**src/hw/rtl/ris_pkg.sv**
```systemverilog
// ----------------------------------------------------------------------------
// ris_pkg: shared types and constants of the record insertion sorter
// Item structs for both channels, the stored record, the controller states and
// the command and status groups between controller and datapath.
// ----------------------------------------------------------------------------
package ris_pkg;

    localparam int NAME_HEAD_W = 64;
    localparam int NAME_TAIL_W = 8;
    localparam int NAME_W      = NAME_HEAD_W + NAME_TAIL_W;
    localparam int NAME_BYTES  = NAME_W / 8;
    localparam int AGE_W       = 8;
    localparam int PHONE_W     = 31;
    localparam int POS_W       = 6;

    // Configuration port
    localparam int CFG_IDX_W  = 1;
    localparam int CFG_DATA_W = 1;
    localparam logic [CFG_IDX_W-1:0] REG_SORT_KEY   = 1'b0;
    localparam logic [CFG_IDX_W-1:0] REG_DESCENDING = 1'b1;

    typedef struct packed {
        logic [NAME_HEAD_W-1:0] name_head;
        logic [NAME_TAIL_W-1:0] name_tail;
        logic [AGE_W-1:0]       age;
        logic [PHONE_W-1:0]     phone;
        logic                   is_last;
    } rec_in_t;

    typedef struct packed {
        logic [POS_W-1:0]       position;
        logic [NAME_HEAD_W-1:0] out_name_head;
        logic [NAME_TAIL_W-1:0] out_name_tail;
        logic [AGE_W-1:0]       out_age;
        logic [PHONE_W-1:0]     out_phone;
        logic                   overflowed;
        logic                   last_of_run;
    } res_out_t;

    typedef struct packed {
        logic [NAME_HEAD_W-1:0] name_head;
        logic [NAME_TAIL_W-1:0] name_tail;
        logic [AGE_W-1:0]       age;
        logic [PHONE_W-1:0]     phone;
    } rec_t;

    typedef enum logic [2:0] {
        ST_IDLE,
        ST_SCAN,
        ST_PLACE,
        ST_EMIT_RD,
        ST_EMIT_LD
    } ris_state_t;

    typedef struct packed {
        logic latch_in;    // capture the accepted item
        logic set_drop;    // store full: flag the set
        logic start_scan;  // point at the tail, read the last entry
        logic scan_step;   // move the read entry up one, read the next one down
        logic place;       // write the new record, count it
        logic emit_read;   // read the entry for the next result
        logic emit_load;   // load the result register
        logic clear_set;   // empty the store, clear the flag
    } ris_cmd_t;

    typedef struct packed {
        logic full;
        logic fill_zero;
        logic p_one;
        logic ahead;
        logic rec_last;
        logic item_last;
        logic emit_last;
        logic out_free;
    } ris_sts_t;

endpackage

```
**src/hw/rtl/ris_ctrl.sv**
```systemverilog
// ----------------------------------------------------------------------------
// ris_ctrl: sequencer of the record insertion sorter
// Steps each record through the tail-first scan and placement, then walks the
// store out through the result register when a set closes.
// ----------------------------------------------------------------------------
module ris_ctrl
    import ris_pkg::*;
(
    input  logic     clk,
    input  logic     rst_n,
    input  logic     rec_valid,
    output logic     rec_ready,
    input  ris_sts_t sts,
    output ris_cmd_t cmd
);

    ris_state_t state_reg;
    ris_state_t state_next;

    always_ff @(posedge clk or negedge rst_n)
    begin
        if (!rst_n)
        begin
            state_reg <= ST_IDLE;
        end
        else
        begin
            state_reg <= state_next;
        end
    end

    always_comb
    begin
        state_next = state_reg;
        unique case (state_reg)
            ST_IDLE:
            begin
                if (rec_valid)
                begin
                    priority if (sts.full)
                        state_next = sts.rec_last ? ST_EMIT_RD : ST_IDLE;
                    else if (sts.fill_zero)
                        state_next = ST_PLACE;
                    else
                        state_next = ST_SCAN;
                end
            end
            ST_SCAN:
            begin
                if (!sts.ahead || sts.p_one)
                    state_next = ST_PLACE;
            end
            ST_PLACE:
            begin
                state_next = sts.item_last ? ST_EMIT_RD : ST_IDLE;
            end
            ST_EMIT_RD:
            begin
                if (sts.out_free)
                    state_next = ST_EMIT_LD;
            end
            ST_EMIT_LD:
            begin
                state_next = sts.emit_last ? ST_IDLE : ST_EMIT_RD;
            end
            default:
            begin
                state_next = ST_IDLE;
            end
        endcase
    end

    always_comb
    begin
        cmd       = '0;
        rec_ready = 1'b0;
        unique case (state_reg)
            ST_IDLE:
            begin
                rec_ready = 1'b1;
                if (rec_valid)
                begin
                    cmd.latch_in = 1'b1;
                    if (sts.full)
                        cmd.set_drop = 1'b1;
                    else
                        cmd.start_scan = 1'b1;
                end
            end
            ST_SCAN:
            begin
                cmd.scan_step = sts.ahead;
            end
            ST_PLACE:
            begin
                cmd.place = 1'b1;
            end
            ST_EMIT_RD:
            begin
                cmd.emit_read = sts.out_free;
            end
            ST_EMIT_LD:
            begin
                cmd.emit_load = 1'b1;
                cmd.clear_set = sts.emit_last;
            end
            default:
            begin
                cmd = '0;
            end
        endcase
    end

endmodule

```
**src/hw/rtl/ris_datapath.sv**
```systemverilog
// ----------------------------------------------------------------------------
// ris_datapath: record store, counters and comparator of the sorter
// Single-port-read record memory, fill, insertion and output counters, the
// age or name comparator and the result register.
// ----------------------------------------------------------------------------
module ris_datapath
    import ris_pkg::*;
#(
    parameter int CAPACITY = 32
)
(
    input  logic                  clk,
    input  logic                  rst_n,
    input  rec_in_t               rec,
    output logic                  res_valid,
    input  logic                  res_ready,
    output res_out_t              res,
    input  logic                  cfg_we,
    input  logic [CFG_IDX_W-1:0]  cfg_index,
    input  logic [CFG_DATA_W-1:0] cfg_data,
    input  ris_cmd_t              cmd,
    output ris_sts_t              sts
);

    localparam int CNT_W  = $clog2(CAPACITY + 1);
    localparam int ADDR_W = $clog2(CAPACITY);
    localparam int EXT_W  = (CNT_W > POS_W) ? CNT_W : POS_W;

    // strcmp-style order over the nine name bytes: {less, greater}
    function automatic logic [1:0] name_order(input logic [NAME_W-1:0] a,
                                              input logic [NAME_W-1:0] b);
        logic       live;
        logic       lt;
        logic       gt;
        logic [7:0] ab;
        logic [7:0] bb;
        live = 1'b1;
        lt   = 1'b0;
        gt   = 1'b0;
        for (int i = 0; i < NAME_BYTES; i++)
        begin
            ab = a[NAME_W-1-8*i -: 8];
            bb = b[NAME_W-1-8*i -: 8];
            if (live && (ab != bb))
            begin
                lt = ab < bb;
                gt = ab > bb;
            end
            live = live && (ab == bb) && (ab != 8'd0);
        end
        return {lt, gt};
    endfunction

    logic [CNT_W-1:0]  fill_reg;
    logic [CNT_W-1:0]  fill_next;
    logic [CNT_W-1:0]  p_reg;
    logic [CNT_W-1:0]  p_next;
    logic [CNT_W-1:0]  k_reg;
    logic [CNT_W-1:0]  k_next;
    logic              drop_reg;
    logic              drop_next;
    logic              res_valid_reg;
    logic              res_valid_next;
    logic              sort_key_reg;
    logic              desc_reg;

    rec_t              new_reg;
    logic              last_reg;
    rec_t              rd_data_reg;
    res_out_t          res_reg;
    rec_t              store_reg [CAPACITY];

    logic              rd_en;
    logic [ADDR_W-1:0] rd_addr;
    logic [ADDR_W-1:0] p_idx;
    logic [CNT_W-1:0]  fill_dec;
    logic [CNT_W-1:0]  p_dec2;
    logic [CNT_W-1:0]  k_inc;
    logic [EXT_W-1:0]  pos_ext;
    logic [1:0]        name_cmp;
    logic              key_lt;
    logic              key_gt;

    // Configuration, control counters, drop flag and result valid flag
    always_ff @(posedge clk or negedge rst_n)
    begin
        if (!rst_n)
        begin
            sort_key_reg  <= 1'b0;
            desc_reg      <= 1'b0;
            fill_reg      <= '0;
            p_reg         <= '0;
            k_reg         <= '0;
            drop_reg      <= 1'b0;
            res_valid_reg <= 1'b0;
        end
        else
        begin
            if (cfg_we)
            begin
                unique case (cfg_index)
                    REG_SORT_KEY:   sort_key_reg <= cfg_data[0];
                    REG_DESCENDING: desc_reg     <= cfg_data[0];
                    default:        sort_key_reg <= sort_key_reg;
                endcase
            end
            fill_reg      <= fill_next;
            p_reg         <= p_next;
            k_reg         <= k_next;
            drop_reg      <= drop_next;
            res_valid_reg <= res_valid_next;
        end
    end

    assign fill_dec = fill_reg - CNT_W'(1);
    assign p_dec2   = p_reg - CNT_W'(2);
    assign k_inc    = k_reg + CNT_W'(1);
    assign p_idx    = p_reg[ADDR_W-1:0];

    always_comb
    begin
        fill_next = fill_reg;
        if (cmd.clear_set)
            fill_next = '0;
        else if (cmd.place)
            fill_next = fill_reg + CNT_W'(1);

        p_next = p_reg;
        if (cmd.start_scan)
            p_next = fill_reg;
        else if (cmd.scan_step)
            p_next = p_reg - CNT_W'(1);

        k_next = k_reg;
        if (cmd.clear_set)
            k_next = '0;
        else if (cmd.emit_load)
            k_next = k_inc;

        drop_next = drop_reg;
        if (cmd.clear_set)
            drop_next = 1'b0;
        else if (cmd.set_drop)
            drop_next = 1'b1;

        res_valid_next = res_valid_reg;
        if (cmd.emit_load)
            res_valid_next = 1'b1;
        else if (res_ready)
            res_valid_next = 1'b0;
    end

    // Read address: tail entry on scan start, next entry down while shifting, output entry in read-out
    always_comb
    begin
        rd_en   = cmd.start_scan || cmd.scan_step || cmd.emit_read;
        rd_addr = k_reg[ADDR_W-1:0];
        priority if (cmd.start_scan)
            rd_addr = fill_dec[ADDR_W-1:0];
        else if (cmd.scan_step)
            rd_addr = p_dec2[ADDR_W-1:0];
        else
            rd_addr = k_reg[ADDR_W-1:0];
    end

    // Store, item payload and result register
    always_ff @(posedge clk)
    begin
        if (cmd.scan_step)
            store_reg[p_idx] <= rd_data_reg;
        else if (cmd.place)
            store_reg[p_idx] <= new_reg;

        if (rd_en)
            rd_data_reg <= store_reg[rd_addr];

        if (cmd.latch_in)
        begin
            new_reg.name_head <= rec.name_head;
            new_reg.name_tail <= rec.name_tail;
            new_reg.age       <= rec.age;
            new_reg.phone     <= rec.phone;
            last_reg          <= rec.is_last;
        end

        if (cmd.emit_load)
        begin
            res_reg.position      <= pos_ext[POS_W-1:0];
            res_reg.out_name_head <= rd_data_reg.name_head;
            res_reg.out_name_tail <= rd_data_reg.name_tail;
            res_reg.out_age       <= rd_data_reg.age;
            res_reg.out_phone     <= rd_data_reg.phone;
            res_reg.overflowed    <= drop_reg;
            res_reg.last_of_run   <= (k_inc == fill_reg);
        end
    end

    assign pos_ext = EXT_W'(k_inc);

    // New record against the entry just read
    assign name_cmp = name_order({new_reg.name_head, new_reg.name_tail},
                                 {rd_data_reg.name_head, rd_data_reg.name_tail});
    assign key_lt   = sort_key_reg ? name_cmp[1] : (new_reg.age < rd_data_reg.age);
    assign key_gt   = sort_key_reg ? name_cmp[0] : (new_reg.age > rd_data_reg.age);

    assign sts.full      = (fill_reg == CNT_W'(CAPACITY));
    assign sts.fill_zero = (fill_reg == '0);
    assign sts.p_one     = (p_reg == CNT_W'(1));
    assign sts.ahead     = desc_reg ? key_gt : key_lt;
    assign sts.rec_last  = rec.is_last;
    assign sts.item_last = last_reg;
    assign sts.emit_last = (k_inc == fill_reg);
    assign sts.out_free  = !res_valid_reg || res_ready;

    assign res_valid = res_valid_reg;
    assign res       = res_reg;

endmodule

```
**src/hw/rtl/record_insertion_sorter.sv**
```systemverilog
// ----------------------------------------------------------------------------
// record_insertion_sorter: stable insertion sorter for contact records
// Collects a set of records in a sorted store and emits them ranked.
// ----------------------------------------------------------------------------
// Usage:
//   Offer records on rec / rec_valid / rec_ready; ranked results leave on
//   res / res_valid / res_ready. Both channels move an item when valid and
//   ready are high at a rising edge. Write sort_key (index 0) and descending
//   (index 1) through cfg_we / cfg_index / cfg_data while no set is open.
//   Each record is placed behind every stored record with an equal key, so
//   a set keeps arrival order among equal keys.
//   A record into an empty store goes straight to placement; otherwise the scan
//   starts at the tail and compares and moves one entry per cycle through the
//   single read port of the record store until the record finds its place.
//   A record offered to a full store is dropped and flags the set.
//   A record marked is_last is placed (or dropped when full), then the store is
//   read out, each entry read and then loaded; positions run from 1.
//   When the receiver stalls, the result register holds and the read-out
//   waits. After the last result is loaded the store is empty and records
//   are accepted again while that result still waits to be taken.
//   Reset empties the store, clears the drop flag and selects ascending age.
// ----------------------------------------------------------------------------
module record_insertion_sorter
    import ris_pkg::*;
#(
    parameter int CAPACITY = 32
)
(
    input  logic                  clk,
    input  logic                  rst_n,
    input  logic                  rec_valid,
    output logic                  rec_ready,
    input  rec_in_t               rec,
    output logic                  res_valid,
    input  logic                  res_ready,
    output res_out_t              res,
    input  logic                  cfg_we,
    input  logic [CFG_IDX_W-1:0]  cfg_index,
    input  logic [CFG_DATA_W-1:0] cfg_data
);

    // Commands down to the datapath, status back to the sequencer
    ris_cmd_t cmd;
    ris_sts_t sts;

    ris_ctrl u_ctrl (
        .clk       (clk),
        .rst_n     (rst_n),
        .rec_valid (rec_valid),
        .rec_ready (rec_ready),
        .sts       (sts),
        .cmd       (cmd)
    );

    ris_datapath #(
        .CAPACITY (CAPACITY)
    ) u_datapath (
        .clk       (clk),
        .rst_n     (rst_n),
        .rec       (rec),
        .res_valid (res_valid),
        .res_ready (res_ready),
        .res       (res),
        .cfg_we    (cfg_we),
        .cfg_index (cfg_index),
        .cfg_data  (cfg_data),
        .cmd       (cmd),
        .sts       (sts)
    );

endmodule

```
**config.mk**
```make
export PLATFORM = sky130hd
export DESIGN_NAME = record_insertion_sorter
export DESIGN_NICKNAME = d
export VERILOG_FILES = /design/src/hw/rtl/ris_pkg.sv /design/src/hw/rtl/ris_ctrl.sv /design/src/hw/rtl/ris_datapath.sv /design/src/hw/rtl/record_insertion_sorter.sv
export SDC_FILE = /design/constraint.sdc
export NUM_CORES = 2
export LEC_CHECK = 0
export BUFFER_PORTS_ARGS = -buffer_cell sky130_fd_sc_hd__buf_2
export CAP_MARGIN = 20
export CORE_ASPECT_RATIO = 0.75
export CORE_MARGIN = 1
export CORE_UTILIZATION = 26
export DETAILED_ROUTE_END_ITERATION = 8
export MAX_ROUTING_LAYER = met4
export SLEW_MARGIN = 20
export SYNTH_ARGS = -nofsm -noshare
export SYNTH_HDL_FRONTEND = slang
export SYNTH_HIERARCHICAL = 1
export SYNTH_SLANG_ARGS = --single-unit
```
**constraint.sdc**
```tcl
create_clock -name clk -period 16.2 [get_ports clk]
set_input_delay 1.62 -clock clk [delete_from_list [all_inputs] [get_ports clk]]
set_output_delay 1.62 -clock clk [all_outputs]
set_load 0.1 [all_outputs]
```
==> results_dict.tcl <==
set metrics [dict create \
    path_cells "ha_1 > nand4_4 > a211oi_4 > nand4_2 > or3_1 > o31a_1 > o21ai_1 > o21ai_0 > a21bo_1 > and3b_1 > mux2_2 > o21ai_4 > buf_12 > buf_4 > buf_4 > mux4_2 > nand2_1 > a21oi_1 > a21oi_1 > o21ai_1" \
    final_nets 8191 \
    async_reset_ff_frac 0.006379 \
    syn_nets 7811 \
    synth_top_area_share 0.7712 \
    maxSlewHeadroom 0.2238 \
    cellPowerDensity_mw_per_mm2 213.0 \
    drtIter0Drc 10330 \
    avgSynthCellArea_um2 19.95 \
    yosysUniqueCellTypes 64 \
    synth_area_mm2 0.1516 \
    routabilityCongestion 0.7578 \
    vias 77331 \
    worst_pin_slew_ns 1.164 \
    irDropWorstVdd_mv 0.3630 \
    hold_path_class "reg2reg" \
    fin_crit_ns 9.550 \
    power.share.switching 0.3532 \
    pwr-share-clk 0.227 \
    clockBufferDepth 4 \
    drc 0 \
    cts_setup_buffers 0 \
    postRouteAntennaNets 0 \
    wire_per_inst_um 27.15 \
    cp_num_buf_inv 3 \
    fin_skew_ns 0.07136 \
    yosysSeqAreaShare 0.7753 \
    cts_resized 0 \
    drt-total-wl_um 433400 \
    yosys_register_bits 3919 \
    grt_pass1_wl_um 600900 \
    synth_edf_count 3894 \
    arrival_ns 10.15 \
    io_buffers 239 \
    syn_to_final_growth_pct 15.05 \
    cp-end-kind "register" \
    tritoncts "built" \
    combPwrFrac 0.377 \
    clk_latency_ns 0.95 \
    start_util 0.2614 \
    critPathTopFamily "compound AO/OA/AOI/OAI gates" \
    largest_reg_flops 3552 \
    ys_top_cells_by_count "edfxtp_1 (3,894), nand2_1 (1,186), mux4_2 (888)" \
    first_global_vias 74555 \
    p_leak_uw 0.05508 \
    path_clk_slew_ns 0.06 \
    hold_viol_final 0 \
    ys.flop_type "edfxtp_1" \
    layout_setup_ws_ns 6.650 \
    avgViaCountPerCell 4.843 \
    clockRootBuffer "clkbuf_16" \
    internal-power_uw 24030 \
    setup_viol 0 \
    cp_max_fo 83 \
    grt_max_degree 159 \
    fin_crit_sh 0.5895 \
    fmax_mhz 104.7 \
    yosysTopAreaCell "edfxtp_1" \
    worst_ep_required_time_ns 16.80 \
    critPathSlowestCell "buf_4" \
    p_sw_uw 13120 \
    rsz0062_at_grt "no" \
    fin_area_mm2 0.1744 \
    cts_made_buffers 352 \
    grt.total_usage 0.1466 \
    seqPwrFrac 0.396 \
    dpl_worst_slack_ns 6.631 \
    run_status "completed" \
    netlist_instances 7602 \
    clock_sinks 3919 \
    yosys_warnings 6 \
    die_area_mm2 0.5863 \
    h-tree-depth 5 \
    cp_slowest_stage_delay_ns 0.71 \
    yosysMostFrequentCell "edfxtp_1" \
    drive_gt1_frac 0.2385 \
    antenna_found_initial 39 \
    worst-setup-path-type "reg2reg" \
    setup_tns_ns 0 \
    worstSetupStartpointType "register" \
    ff2ff_setup_slack_ns 6.65 \
    place_hpwl_um 222500 \
    place_area_mm2 0.1627 \
    cap_violations 0 \
    drv_slew 0 \
    drt_first_pass_iters 6 \
    placeableCoreArea_mm2 0.5801 \
    die_y_um 663.4 \
    rows 242 \
    die_w_um 883.8 \
    synth_area_leaders "edfxtp_1 (77%), mux4_2 (13%), nand2_1 (2.9%)" \
    ios 240 \
    hold_ws_ns 0.4516 \
    holdBufCountCts 0 \
    overflow 0 \
]
[per-stage QoR]
| step | cells | util | power (uW) |
|---|---|---|---|
| final | 15966 | 0.3007 | 37160 |
| after global routing | 15960 | 0.3007 | 38930 |
| after CTS | 15949 | 0.3001 | 37390 |
| after detailed placement | 15312 | 0.2805 | 28970 |
| after global placement | 15308 | 0.2803 | 28870 |
| after floorplan | 7602 | - | 24820 |
[cells in the final DEF (no fill, tap or decap), types with 25 or more instances in the layout]
| cell type | n |
|---|---|
| a21oi_1 | 193 |
| buf_12 | 33 |
| buf_2 | 239 |
| buf_4 | 153 |
| bufinv_16 | 37 |
| clkbuf_1 | 57 |
| clkbuf_16 | 356 |
| clkinv_1 | 84 |
| clkinv_2 | 65 |
| dfrtp_1 | 25 |
| edfxtp_1 | 3894 |
| ha_1 | 90 |
| inv_1 | 86 |
| mux2_2 | 44 |
| mux4_2 | 888 |
| nand2_1 | 1186 |
| nand3_1 | 227 |
| nor2_1 | 39 |
| nor2_4 | 32 |
| o211ai_1 | 89 |
| o21ai_0 | 31 |
| o21ai_1 | 135 |
| o21ai_4 | 42 |
[cells by family (layout without fill, tap and decap cells)]
group	after synthesis	count (layout)	share of synthesized area
flops	3919	3919	0.7753
buf+inv	495	1158	0.01655
mux	934	934	0.1353
compound gates	547	547	0.02042
xor+xnor	29	29	0.001675
simple gates	1588	1588	0.04332
other cells	0	15	0
fa+ha+maj	90	90	0.007427
[metal layers]
metal  GRT usage  wire (um)  up-vias  part of all wire
li1            -          -    31330                 -
met1      0.2051     182300    41638              0.42
met2      0.2257     202100     3797              0.47
met3     0.02545      39010      566             0.090
met4     0.03071      10040        0             0.023
met5           -          0        -                 0
[layout make-up]
type / instances / area (um2)
clock buffers: 414 / 9136
fillers: 56017 / 405700
diodes: 15 / 37.54
well taps: 7686 / 9617
multi-input cells: 3188 / 32390
inverters: 87 / 326.6
clock inverters: 223 / 2192
repair buffers: 434 / 3188
flip-flops and latches: 3919 / 117600
[worst paths after layout]
path | from | end | cells past startpoint
worst max-delay path | u_datapath/new_reg[108]$_DFFE_PP_ | u_datapath/rd_data_reg[7]$_DFFE_PP_ | 20
worst min-delay path | u_datapath/rd_data_reg[1]$_DFFE_PP_ | u_datapath/res[3]$_DFFE_PP_ | 0
worst max register to register | u_datapath/new_reg[108]$_DFFE_PP_ | u_datapath/rd_data_reg[7]$_DFFE_PP_ | 20
worst min register to register | u_datapath/rd_data_reg[1]$_DFFE_PP_ | u_datapath/res[3]$_DFFE_PP_ | 0
max in group asynchronous | rst_n | u_datapath/p_reg[5]$_DFFE_PN0P_ | 1
min in group asynchronous | rst_n | u_datapath/res_valid$_DFFE_PN0P_ | 1
[power groups by stage]
stage / sequential (uW) / combinational [uW] / clock, uW
2_1_floorplan: 15000 / 9810 / 0
3_3_place_gp: 14900 / 13900 / 0
3_5_place_dp: 14900 / 14000 / 0
4_1_cts: 14700 / 14100 / 8590
5_1_grt: 14800 / 15200 / 8970
6_report: 14700 / 14000 / 8440
Note: power is estimated with default switching activity, not from simulation.
